--- src/hw/rtl/wsfe_pkg.sv ---
// ----------------------------------------------------------------------------
// wsfe_pkg
// Types, constants and header byte functions for the WebSocket frame encoder.
// ----------------------------------------------------------------------------
`default_nettype none

package wsfe_pkg;

  localparam logic [7:0]  FIN_BIT    = 8'h80;
  localparam logic [7:0]  MASK_BIT   = 8'h80;
  localparam logic [31:0] LEN7_MAX   = 32'd125;
  localparam logic [31:0] LEN16_MAX  = 32'h0000_FFFF;
  localparam logic [6:0]  LEN16_CODE = 7'd126;
  localparam logic [6:0]  LEN64_CODE = 7'd127;
  localparam int          HDR_IDX_W  = 4;

  typedef enum logic [1:0] {
    HDR_SHORT,
    HDR_MID,
    HDR_LONG
  } hdr_cls_t;

  // One queued command: a whole header or one finished payload word
  typedef struct packed {
    logic        is_hdr;
    hdr_cls_t    cls;
    logic [3:0]  opcode;
    logic [31:0] len;
    logic [31:0] key;
    logic [7:0]  dbyte;
    logic        fend;
    logic        stray;
  } cmd_t;

  function automatic logic [HDR_IDX_W-1:0] hdr_last_idx(input hdr_cls_t cls);
    logic [HDR_IDX_W-1:0] r;
    case (cls)
      HDR_SHORT: r = HDR_IDX_W'(5);
      HDR_MID:   r = HDR_IDX_W'(7);
      HDR_LONG:  r = HDR_IDX_W'(13);
      default:   r = HDR_IDX_W'(5);
    endcase
    return r;
  endfunction

  function automatic logic [7:0] key_byte(input logic [31:0] key, input logic [1:0] sel);
    return key[8*sel +: 8];
  endfunction

  function automatic logic [7:0] hdr_byte(input cmd_t c, input logic [HDR_IDX_W-1:0] idx);
    logic [7:0] b;
    b = 8'h00;
    if (idx == '0) begin
      b = FIN_BIT | {4'h0, c.opcode};
    end else begin
      case (c.cls)
        HDR_SHORT: begin
          if (idx == HDR_IDX_W'(1)) b = MASK_BIT | {1'b0, c.len[6:0]};
          else                      b = key_byte(c.key, idx[1:0] - 2'd2);
        end
        HDR_MID: begin
          case (idx)
            HDR_IDX_W'(1): b = MASK_BIT | {1'b0, LEN16_CODE};
            HDR_IDX_W'(2): b = c.len[15:8];
            HDR_IDX_W'(3): b = c.len[7:0];
            default:       b = key_byte(c.key, idx[1:0]);
          endcase
        end
        HDR_LONG: begin
          case (idx)
            HDR_IDX_W'(1): b = MASK_BIT | {1'b0, LEN64_CODE};
            HDR_IDX_W'(2),
            HDR_IDX_W'(3),
            HDR_IDX_W'(4),
            HDR_IDX_W'(5): b = 8'h00;
            HDR_IDX_W'(6): b = c.len[31:24];
            HDR_IDX_W'(7): b = c.len[23:16];
            HDR_IDX_W'(8): b = c.len[15:8];
            HDR_IDX_W'(9): b = c.len[7:0];
            default:       b = key_byte(c.key, idx[1:0] - 2'd2);
          endcase
        end
        default: b = 8'h00;
      endcase
    end
    return b;
  endfunction

endpackage

`default_nettype wire

--- src/hw/rtl/wsfe_in_if.sv ---
// ----------------------------------------------------------------------------
// wsfe_in_if
// Input channel: start items and payload words with valid/ready.
// ----------------------------------------------------------------------------
`default_nettype none

interface wsfe_in_if;
  logic        valid;
  logic        ready;
  logic        mode;
  logic [3:0]  opcode;
  logic [31:0] payload_length;
  logic [31:0] mask_key;
  logic [7:0]  data_byte;

  modport source (output valid, mode, opcode, payload_length, mask_key, data_byte,
                  input ready);
  modport sink   (input valid, mode, opcode, payload_length, mask_key, data_byte,
                  output ready);
endinterface

`default_nettype wire

--- src/hw/rtl/wsfe_out_if.sv ---
// ----------------------------------------------------------------------------
// wsfe_out_if
// Output channel: wire bytes of the frame with flags, valid/ready.
// ----------------------------------------------------------------------------
`default_nettype none

interface wsfe_out_if;
  logic       valid;
  logic       ready;
  logic [7:0] out_byte;
  logic       is_header;
  logic       run_last;
  logic       frame_end;
  logic       stray_error;

  modport source (output valid, out_byte, is_header, run_last, frame_end, stray_error,
                  input ready);
  modport sink   (input valid, out_byte, is_header, run_last, frame_end, stray_error,
                  output ready);
endinterface

`default_nettype wire

--- src/hw/rtl/wsfe_front.sv ---
// ----------------------------------------------------------------------------
// wsfe_front
// Accepts input words, tracks frame state and pushes decoded commands.
// ----------------------------------------------------------------------------
`default_nettype none

module wsfe_front (
  input  wire logic          clk,
  input  wire logic          rst,
  wsfe_in_if.sink            item,
  output wsfe_pkg::cmd_t     push_cmd,
  output logic               push_valid,
  input  wire logic          push_ready
);

  logic [31:0] remaining;
  logic [31:0] key;
  logic [1:0]  phase;
  logic        accept;
  logic        rem_zero;

  assign item.ready = push_ready;
  assign push_valid = item.valid;
  assign accept     = item.valid && push_ready;
  assign rem_zero   = (remaining == '0);

  always_comb begin
    push_cmd        = '0;
    push_cmd.opcode = item.opcode;
    push_cmd.len    = item.payload_length;
    push_cmd.key    = item.mask_key;
    if (!item.mode) begin
      push_cmd.is_hdr = 1'b1;
      if (item.payload_length <= wsfe_pkg::LEN7_MAX)       push_cmd.cls = wsfe_pkg::HDR_SHORT;
      else if (item.payload_length <= wsfe_pkg::LEN16_MAX) push_cmd.cls = wsfe_pkg::HDR_MID;
      else                                                 push_cmd.cls = wsfe_pkg::HDR_LONG;
      push_cmd.fend = (item.payload_length == '0);
    end else if (rem_zero) begin
      // no open frame: flag and drop
      push_cmd.stray = 1'b1;
    end else begin
      push_cmd.dbyte = item.data_byte ^ wsfe_pkg::key_byte(key, phase);
      push_cmd.fend  = (remaining == 32'd1);
    end
  end

  always_ff @(posedge clk) begin
    if (rst) begin
      remaining <= '0;
      key       <= '0;
      phase     <= '0;
    end else if (accept) begin
      if (!item.mode) begin
        remaining <= item.payload_length;
        key       <= item.mask_key;
        phase     <= '0;
      end else if (!rem_zero) begin
        remaining <= remaining - 32'd1;
        phase     <= phase + 2'd1;
      end
    end
  end

  a_start_loads: assert property (@(posedge clk) disable iff (rst)
    accept && !item.mode |=> phase == '0 && remaining == $past(item.payload_length))
    else $error("frame state not reloaded on start");

  a_payload_counts: assert property (@(posedge clk) disable iff (rst)
    accept && item.mode && !rem_zero |=> remaining == $past(remaining) - 32'd1)
    else $error("remaining count did not step on payload word");

endmodule

`default_nettype wire

--- src/hw/rtl/wsfe_fifo.sv ---
// ----------------------------------------------------------------------------
// wsfe_fifo
// Short command queue between the front and the back.
// ----------------------------------------------------------------------------
`default_nettype none

module wsfe_fifo #(
  parameter int DEPTH = 2
) (
  input  wire logic           clk,
  input  wire logic           rst,
  input  wire wsfe_pkg::cmd_t push_cmd,
  input  wire logic           push_valid,
  output logic                push_ready,
  output wsfe_pkg::cmd_t      pop_cmd,
  output logic                pop_valid,
  input  wire logic           pop_ready
);

  localparam int AW = (DEPTH > 1) ? $clog2(DEPTH) : 1;
  localparam int CW = $clog2(DEPTH + 1);

  wsfe_pkg::cmd_t mem [DEPTH];
  logic [AW-1:0]  wr_ptr;
  logic [AW-1:0]  rd_ptr;
  logic [CW-1:0]  count;
  logic           do_push;
  logic           do_pop;

  assign push_ready = (count != CW'(DEPTH));
  assign pop_valid  = (count != '0);
  assign pop_cmd    = mem[rd_ptr];
  assign do_push    = push_valid && push_ready;
  assign do_pop     = pop_valid && pop_ready;

  always_ff @(posedge clk) begin
    if (do_push) mem[wr_ptr] <= push_cmd;
  end

  always_ff @(posedge clk) begin
    if (rst) begin
      wr_ptr <= '0;
      rd_ptr <= '0;
      count  <= '0;
    end else begin
      if (do_push) wr_ptr <= (wr_ptr == AW'(DEPTH - 1)) ? '0 : wr_ptr + AW'(1);
      if (do_pop)  rd_ptr <= (rd_ptr == AW'(DEPTH - 1)) ? '0 : rd_ptr + AW'(1);
      if (do_push && !do_pop)      count <= count + CW'(1);
      else if (!do_push && do_pop) count <= count - CW'(1);
    end
  end

  a_push_fills: assert property (@(posedge clk) disable iff (rst)
    do_push && !do_pop |=> count != '0)
    else $error("queue empty right after a push");

endmodule

`default_nettype wire

--- src/hw/rtl/wsfe_back.sv ---
// ----------------------------------------------------------------------------
// wsfe_back
// Sequences header bytes and passes payload words to the output register.
// ----------------------------------------------------------------------------
`default_nettype none

module wsfe_back (
  input  wire logic           clk,
  input  wire logic           rst,
  input  wire wsfe_pkg::cmd_t pop_cmd,
  input  wire logic           pop_valid,
  output logic                pop_ready,
  wsfe_out_if.source          result
);

  logic [wsfe_pkg::HDR_IDX_W-1:0] idx;
  logic [wsfe_pkg::HDR_IDX_W-1:0] last_idx;
  logic                           adv;
  logic                           at_last;
  logic                           out_valid;
  logic [7:0]                     out_byte;
  logic                           is_header;
  logic                           run_last;
  logic                           frame_end;
  logic                           stray_error;

  assign last_idx = wsfe_pkg::hdr_last_idx(pop_cmd.cls);
  assign at_last  = (idx == last_idx);
  assign adv      = !out_valid || result.ready;
  // pop a header only once its last byte is loaded
  assign pop_ready = adv && pop_valid && (!pop_cmd.is_hdr || at_last);

  assign result.valid       = out_valid;
  assign result.out_byte    = out_byte;
  assign result.is_header   = is_header;
  assign result.run_last    = run_last;
  assign result.frame_end   = frame_end;
  assign result.stray_error = stray_error;

  always_ff @(posedge clk) begin
    if (rst) begin
      out_valid <= 1'b0;
      idx       <= '0;
    end else if (adv) begin
      out_valid <= pop_valid;
      if (pop_valid && pop_cmd.is_hdr) idx <= at_last ? '0 : idx + 1'b1;
    end
  end

  always_ff @(posedge clk) begin
    if (adv && pop_valid) begin
      if (pop_cmd.is_hdr) begin
        out_byte  <= wsfe_pkg::hdr_byte(pop_cmd, idx);
        run_last  <= at_last;
        frame_end <= at_last && pop_cmd.fend;
      end else begin
        out_byte  <= pop_cmd.dbyte;
        run_last  <= 1'b1;
        frame_end <= pop_cmd.fend;
      end
      is_header   <= pop_cmd.is_hdr;
      stray_error <= pop_cmd.stray;
    end
  end

  a_idx_in_range: assert property (@(posedge clk) disable iff (rst)
    pop_valid && pop_cmd.is_hdr |-> idx <= last_idx)
    else $error("header byte index past end of header");

  a_pop_shows: assert property (@(posedge clk) disable iff (rst)
    pop_valid && pop_ready |=> result.valid && result.run_last)
    else $error("popped command did not end its run on the output");

endmodule

`default_nettype wire

--- src/hw/rtl/websocket_frame_encoder.sv ---
// ----------------------------------------------------------------------------
// websocket_frame_encoder
// Client WebSocket frame builder with payload masking.
//
//   channel   dir  fields
//   item      in   mode, opcode, payload_length, mask_key, data_byte
//   result    out  out_byte, is_header, run_last, frame_end, stray_error
//
// Payload words stream at one per clock unless the output or a header stalls.
// A start word yields 6, 8 or 14 header bytes, one per cycle while the output
// is ready, set by the header byte sequencer in the back part; the queue keeps
// accepting meanwhile until full. Words pass the queue to the output register.
// rst is synchronous and clears frame state, queue and output valid.
// Either side may stall; the queue and the output register hold their words.
// ----------------------------------------------------------------------------
`default_nettype none

module websocket_frame_encoder #(
  parameter int FIFO_DEPTH = 2
) (
  input  wire logic  clk,
  input  wire logic  rst,
  wsfe_in_if.sink    item,
  wsfe_out_if.source result
);

  wsfe_pkg::cmd_t push_cmd;
  wsfe_pkg::cmd_t pop_cmd;
  logic           push_valid;
  logic           push_ready;
  logic           pop_valid;
  logic           pop_ready;

  wsfe_front u_front (
    .clk        (clk),
    .rst        (rst),
    .item       (item),
    .push_cmd   (push_cmd),
    .push_valid (push_valid),
    .push_ready (push_ready)
  );

  wsfe_fifo #(
    .DEPTH (FIFO_DEPTH)
  ) u_fifo (
    .clk        (clk),
    .rst        (rst),
    .push_cmd   (push_cmd),
    .push_valid (push_valid),
    .push_ready (push_ready),
    .pop_cmd    (pop_cmd),
    .pop_valid  (pop_valid),
    .pop_ready  (pop_ready)
  );

  wsfe_back u_back (
    .clk       (clk),
    .rst       (rst),
    .pop_cmd   (pop_cmd),
    .pop_valid (pop_valid),
    .pop_ready (pop_ready),
    .result    (result)
  );

endmodule

`default_nettype wire

--- src/flat_wrapper.sv ---
// flat-port wrapper written by rule: the top's interface ports become plain ports
module websocket_frame_encoder_flat 
#(
  parameter int FIFO_DEPTH = 2
)
  (clk, rst, item_valid, item_mode, item_opcode, item_payload_length, item_mask_key, item_data_byte, item_ready, result_valid, result_out_byte, result_is_header, result_run_last, result_frame_end, result_stray_error, result_ready);
  wsfe_in_if item_i ();
  wsfe_out_if result_i ();
  input  wire logic clk;
  input  wire logic rst;
  input wire logic [$bits(item_i.valid)-1:0] item_valid;
  input wire logic [$bits(item_i.mode)-1:0] item_mode;
  input wire logic [$bits(item_i.opcode)-1:0] item_opcode;
  input wire logic [$bits(item_i.payload_length)-1:0] item_payload_length;
  input wire logic [$bits(item_i.mask_key)-1:0] item_mask_key;
  input wire logic [$bits(item_i.data_byte)-1:0] item_data_byte;
  output wire logic [$bits(item_i.ready)-1:0] item_ready;
  output wire logic [$bits(result_i.valid)-1:0] result_valid;
  output wire logic [$bits(result_i.out_byte)-1:0] result_out_byte;
  output wire logic [$bits(result_i.is_header)-1:0] result_is_header;
  output wire logic [$bits(result_i.run_last)-1:0] result_run_last;
  output wire logic [$bits(result_i.frame_end)-1:0] result_frame_end;
  output wire logic [$bits(result_i.stray_error)-1:0] result_stray_error;
  input wire logic [$bits(result_i.ready)-1:0] result_ready;
  assign item_i.valid = item_valid;
  assign item_i.mode = item_mode;
  assign item_i.opcode = item_opcode;
  assign item_i.payload_length = item_payload_length;
  assign item_i.mask_key = item_mask_key;
  assign item_i.data_byte = item_data_byte;
  assign item_ready = item_i.ready;
  assign result_valid = result_i.valid;
  assign result_out_byte = result_i.out_byte;
  assign result_is_header = result_i.is_header;
  assign result_run_last = result_i.run_last;
  assign result_frame_end = result_i.frame_end;
  assign result_stray_error = result_i.stray_error;
  assign result_i.ready = result_ready;
  websocket_frame_encoder #(.FIFO_DEPTH(FIFO_DEPTH)) u_core (.clk(clk), .rst(rst), .item(item_i), .result(result_i));
endmodule
--- config.mk ---
export PLATFORM = sky130hd
export DESIGN_NAME = websocket_frame_encoder_flat
export DESIGN_NICKNAME = d
export VERILOG_FILES = /design/src/hw/rtl/wsfe_pkg.sv /design/src/hw/rtl/wsfe_in_if.sv /design/src/hw/rtl/wsfe_out_if.sv /design/src/hw/rtl/wsfe_front.sv /design/src/hw/rtl/wsfe_fifo.sv /design/src/hw/rtl/wsfe_back.sv /design/src/hw/rtl/websocket_frame_encoder.sv /design/src/flat_wrapper.sv
export SDC_FILE = /design/constraint.sdc
export NUM_CORES = 1
export LEC_CHECK = 0
export ABC_AREA = 1
export BUFFER_PORTS_ARGS = -buffer_cell sky130_fd_sc_hd__buf_2
export CAP_MARGIN = 20
export CORE_MARGIN = 3
export CORE_UTILIZATION = 60
export CTS_CLUSTER_DIAMETER = 50
export DETAILED_ROUTE_END_ITERATION = 16
export HOLD_SLACK_MARGIN = 0.1
export PLACE_DENSITY = 0.8
export SYNTH_ARGS = -nofsm -noshare
export SYNTH_HDL_FRONTEND = slang
export SYNTH_SLANG_ARGS = --single-unit
--- constraint.sdc ---
create_clock -name clk -period 6.3 [get_ports clk]
set_input_delay 1.26 -clock clk [delete_from_list [all_inputs] [get_ports clk]]
set_output_delay 1.26 -clock clk [all_outputs]
set_load 0.1 [all_outputs]
==> Word-level counts from Yosys, hierarchy flattened <==
Memories as Yosys holds them, arrays and structs flattened. A register that Yosys moved wholly into a read port is not among the register bits.
Index checks and enable logic that the tools add are counted.
W data, S select, Z words.
{ "totals": {"out_inout_bits": 14, "word_cells": 97, "mem_count": 1, "inputBits": 81, "reg_bits": 87, "ram_bits": 162} }
{ "mem_list": {"columns": ["name", "words", "word_bits", "read_ports", "rd_ports_with_merged_regs", "write_ports", "line", "source"], "rows": [
  ["u_core.u_fifo.mem", 2, 81, 1, 1, 1, "wsfe_fifo.sv:23", "wsfe_pkg::cmd_t mem [DEPTH];"]
]} }
{ "classes": {"n_lt_le_gt_ge": 2, "bitwise_logic": 2, "n_addsub": 8, "n_mux": 29, "n_eq_ne": 15, "shift": 3, "reduce_logical": 24} }
{ "ops": {"columns": ["op", "n"], "rows": [
  ["$shiftx A32 B6 Y8", 3],
  ["$logic_not A32 Y1", 2],
  ["$mux W32", 2],
  ["$pmux W8 S3", 2],
  ["$pmux W8 S6", 1],
  ["$eq A32 B1 Y1 const B", 1],
  ["$le A32 B16 Y1 const B", 1],
  ["$le A32 B7 Y1 const B", 1],
  ["$mux W8", 4],
  ["$sub A32 B1 Y32 const B", 1],
  ["$eq A4 B3 Y1 const B", 4],
  ["$mux W2", 6],
  ["$mux W1", 10],
  ["$mux W9", 1],
  ["$eq A4 B2 Y1 const B", 2],
  ["$eq A4 B4 Y1 const B", 2],
  ["$logic_and A1 B1 Y1", 8],
  ["$pmux W4 S2", 1],
  ["$xor A8 B8 Y8", 1],
  ["$reduce_and A2 Y1", 3],
  ["$add A2 B1 Y2 const B", 2],
  ["$add A4 B1 Y4 const B", 1],
  ["$eq A4 B1 Y1 const B", 1],
  ["$eq A4 B4 Y1", 1],
  ["other kinds (15)", 22]
]} }

==> Logic depth before layout (Yosys ltp) <==
{ "logic_depth": {"depth_word": 9, "mapped_depth": 16, "ltp_nobuf": 15} }

==> Modules after synthesis <==
Synthesis repeated with hierarchy kept, for this count alone.
{ "hier_totals": {"cells_unflattened": 1438, "area_unflattened_um2": 13402.9} }
{ "by_module_without_submodules": {"columns": ["module", "area_each_um2", "n_inst", "seq_area_each_um2", "cells_per_inst"], "rows": [
  ["wsfe_fifo", 6487.5, 1, 4964.8, 289],
  ["wsfe_front", 4782.1, 1, 1321.3, 772],
  ["wsfe_back", 2133.3, 1, 460.4, 377]
]} }

==> Worst setup path before layout <==
OpenSTA, ideal clock, no wires.
{ "synth_timing": {"path_type": "input-to-reg", "from": "in item_valid", "to": "mem u_core.u_fifo.mem[1][0] (netlist name) (enable)", "required_time_ps": 5777, "arrival_ps": 4840, "setup_time_ps": 523, "path_buffers": 0, "slack_ps": 938, "stages": 2, "cell_sequence": "nand2_1 nor2_1"} }
{ "synth_between": {"elab_chain_len": 3} }
{ "synth_lines": {"columns": ["item", "line", "source"], "rows": [
  ["start, declared", "flat_wrapper.sv:11", "input wire logic [$bits(item_i.valid)-1:0] item_valid;"],
  ["$logic_and A1 B1 Y1", "wsfe_fifo.sv:33", "assign do_push = push_valid && push_ready;"],
  ["$mux W1", "wsfe_fifo.sv:37", "if (do_push) mem[wr_ptr] <= push_cmd;"],
  ["$mux W1 (not written as such)", "wsfe_fifo.sv:37", null],
  ["end, declared", "wsfe_fifo.sv:23", null]
]} }
No other way between the ends.

==> Worst setup path in the final report <==
{ "layout_timing": {"from": "reg u_core.u_back.idx[1] (netlist name)", "to": "reg u_core.u_back.out_byte[6] (netlist: u_core.u_back.result.out_byte[6]) (data pin)"} }
{ "layout_between": {"elab_chain_len": 6, "elab_cells_between_ends": 20, "cone_classes": "add/sub (1); eq/ne (9); shift (2); mux (6); reduce/logical (2)"} }
{ "layout_lines": {"columns": ["item", "line", "source"], "rows": [
  ["start, declared", "wsfe_back.sv:16", "logic [wsfe_pkg::HDR_IDX_W-1:0] idx;"],
  ["start signal, assigned", "wsfe_back.sv:46", "if (pop_valid && pop_cmd.is_hdr) idx <= at_last ? '0 : idx + 1'b1;"],
  ["$sub A2 B2 Y2, or another cell as far along", "wsfe_pkg.sv:59, wsfe_pkg.sv:80", null],
  ["$shiftx A32 B6 Y8 / $reduce_or A4 Y1 (equally long branches)", "wsfe_pkg.sv:47, wsfe_pkg.sv:70", null],
  ["$pmux W8 S6 / $mux W8 (equally long branches)", "wsfe_pkg.sv:70, wsfe_pkg.sv:58", null],
  ["$pmux W8 S3", "wsfe_pkg.sv:56", "case (c.cls)"],
  ["$mux W8 (*)", "wsfe_pkg.sv:53", "if (idx == '0) begin"],
  ["$mux W8 (*)", "wsfe_back.sv:52", "if (pop_cmd.is_hdr) begin"],
  ["end signal, assigned", "wsfe_back.sv:53", "out_byte <= wsfe_pkg::hdr_byte(pop_cmd, idx);"],
  ["end signal, assigned", "wsfe_back.sv:57", "out_byte <= pop_cmd.dbyte;"],
  ["end, declared", "wsfe_back.sv:21", "logic [7:0] out_byte;"]
]} }
Every way passes the cells marked *; elsewhere a longest branch is shown, timed or not.
A chain may end at the register's enable or synchronous reset.

==> summary.md <==
| Metric | Value |
|---|---|
| Reg2reg setup slack | `3170 ps` |
| Startpoint types | `flip-flop` |
| Yosys Warn Count | `0` |
| Crit path capture type | `flip-flop` |
| Syn Area/Cell | `8.32 µm²` |
| Peak supply drop | `0.455 mV` |
| Detail Route Antenna Nets | `0` |
| DRC viols | `0` |
| Root buf cell | `clkbuf_16` |
| Status | `complete, no violations` |
| LEAKAGE | `5.80 nW` |
| Final WS setup | `3170 ps` |
| Measured slew at the worst slew-check pin | `1110 ps` |
| Vias in the first global route | `9,670` |
| H-tree levels | `1` |
| Clock Sinks | `250` |
| Clock buffer depth | `3` |
| TritonCTS clock tree | `yes` |
| # rows | `51` |
| Share of cells above drive strength 1 | `13.8%` |
| Post-DP HPWL | `22,500 µm` |
| Final min period | `3130 ps` |
| Post-synth EDFFs | `174` |
| Power density cells | `449 nW/µm²` |
| Critical setup path kind | `flip-flop to flip-flop` |
| Core box area | `19,800 µm²` |
| Ys flop type | `edfxtp_1` |
| Clk slew on worst S/H paths | `60 ps` |
| # nets final | `1,636` |
| Count leader, synth | `nand2_1` |
| Clk_lat worst skew | `540 ps` |
| Routability cong. | `0.936` |
| Clock skew | `8.72 ps` |
| CTS resizes | `0` |
| Die area | `22,200 µm²` |
| First-pass GRT wire length | `51,200 µm` |
| Post-place setup slack | `2940 ps` |
| Antenna violations before repair | `0` |
| Final hold slack | `452 ps` |
| Final setup viols | `0` |
| Seq/Total Area, Yosys | `55.1%` |
| DRT Pass-1 Iters | `6` |
| TNS Setup | `0 ps` |
| Max transition margin | `25.7%` |
| Cts bufs inserted | `29` |
| First DRT Iteration DRCs | `1,222` |
| Hold Vio Cnt, Final | `0` |
| Peak Freq | `0.319 GHz` |
| Initial core utilization | `61.9%` |
| Yosys top cell area share | `42.7%` |
| Cell Area, Synth | `12,200 µm²` |
| Max Cap Viol | `0` |
| Critical path data arrival time | `3540 ps` |
| Fillers | `1,569` |
| Global-route usage over all layers | `29.4%` |
| Vias | `10.4k` |
| Unrepaired setup endpoints after global routing | `no` |
| Mapped Nets | `1,559` |
| Distinct cells, synth | `42` |
| I/O Buffers | `94` |
| Post-Route WL | `32,900 µm` |
| Yosys top cell by area | `edfxtp_1` |
| Synth top area cells | `edfxtp_1 (43%), nand2_1 (15%), dfxtp_1 (12%)` |
| Tot Pwr | `6.21 mW` |
| CP max FO | `22` |
| Fin crit share | `49.8%` |
| Max Slew Vio Count | `0` |
| Drt via density | `5.67` |
| Grt ovf | `0` |
| Type of the tightest min-delay check | `flip-flop to flip-flop` |
| Largest net degree at the start of global routing | `83` |
| Ant diodes | `0` |
| Layout area overhead | `13.0%` |
| Top post-synthesis cells by count | `nand2_1 (481), edfxtp_1 (174), nor2_1 (150), nand3_1 (127), o21ai_0 (103)` |
| Die height | `149 µm` |
| Ports | `95` |
| Yosys reg bits | `250` |
| CTS Hold Buffers Added | `0` |
| Die Wd | `149 µm` |
| Req. time, crit path | `6700 ps` |
| Post-DR wirelength/cell | `17.9 µm` |
| Syn Inst Count | `1,471` |
| Final core occ | `70.0%` |
| Post-CTS Setup Inserts | `0` |
| Fraction of registers with async set or reset after synthesis | `0%` |
path summary, 6_finish.rpt:
kind	startpoint	end	cells after the start
max	u_core.u_back.idx[1]	u_core.u_back.result.out_byte[6]	10
min	u_core.u_front.key[2]	u_core.u_front.key[2]	2
max reg2reg	u_core.u_back.idx[1]	u_core.u_back.result.out_byte[6]	10
min reg2reg	u_core.u_front.key[2]	u_core.u_front.key[2]	2
metrics by stage:
stage,instances,instance area [µm²]
finish,1835,13800
global route,1835,13800
CTS,1834,13800
detailed placement,1781,12900
global placement,1781,12900
floorplan,1471,12200
layout make-up:
| type | instances | area (µm²) | area share [%] |
|---|---|---|---|
| clock inverter | 21 | 229 | 1.65 |
| timing repair buffer | 106 | 564 | 4.08 |
| sequential | 250 | 6750 | 48.7 |
| tap | 265 | 332 | 2.40 |
| inverter | 102 | 383 | 2.77 |
| multi-input combinational | 1059 | 4840 | 35.0 |
| clock buffer | 32 | 747 | 5.40 |
state kept, by name, indices dropped and copies added (netlist names), named ones only:
signal	cells
u_core.u_front.key	32
u_core.u_back.result.valid	1
u_core.u_back.result.stray_error	1
u_core.u_back.result.run_last	1
u_core.u_front.phase	2
u_core.u_back.idx	4
u_core.u_fifo.wr_ptr	1
u_core.u_back.result.out_byte	8
u_core.u_fifo.rd_ptr	1
u_core.u_fifo.mem	162
u_core.u_front.remaining	32
u_core.u_back.result.frame_end	1
u_core.u_fifo.count	2
u_core.u_back.result.is_header	1
logic make-up after synthesis:
family | count (synthesis) | share of synthesized area (%)
AOI/OAI and AO/OA | 221 | 9.81
adders and majority gates | 7 | 0.715
muxes | 1 | 0.0817
xor gates and xnor gates | 12 | 0.858
DFF | 250 | 55.1
buffers and inverters | 162 | 5.50
and+or+nand+nor | 818 | 27.9
worst max-delay path: stages (launching register included):
cell      delay [ps]
dfxtp_1          310
buf_4            240
clkinv_1         530
ha_1             440
nand2_1          390
inv_1            370
a31oi_1          290
o21ai_0          130
nand3_1          110
nand2_1           50
nand2_1          110
routing by layer:
layer / wire, µm / GRT usage (%)
met1: 13800 / 43.9
met2: 14400 / 43.5
met3: 3640 / 5.50
met5: 0 / 0
met4: 1060 / 10.8
cells in the final DEF (no fill, tap or decap), types with 29 or more instances in the layout:
| cell | instances |
|---|---|
| o21ai_0 | 103 |
| buf_2 | 94 |
| edfxtp_1 | 174 |
| nor2_1 | 148 |
| clkbuf_16 | 29 |
| a21oi_1 | 83 |
| dfxtp_1 | 75 |
| nand2_1 | 481 |
| inv_1 | 95 |
| nand3_1 | 127 |
power by group:
| part | total (mW) | switching, mW | internal, mW | leakage [nW] |
|---|---|---|---|---|
| clock | 1.68 | 0.691 | 0.992 | 0.466 |
| sequential | 2.23 | 0.131 | 2.10 | 2.26 |
| combinational | 2.30 | 1.73 | 0.571 | 3.07 |
No activity file was read; power rests on OpenSTA's default activity.
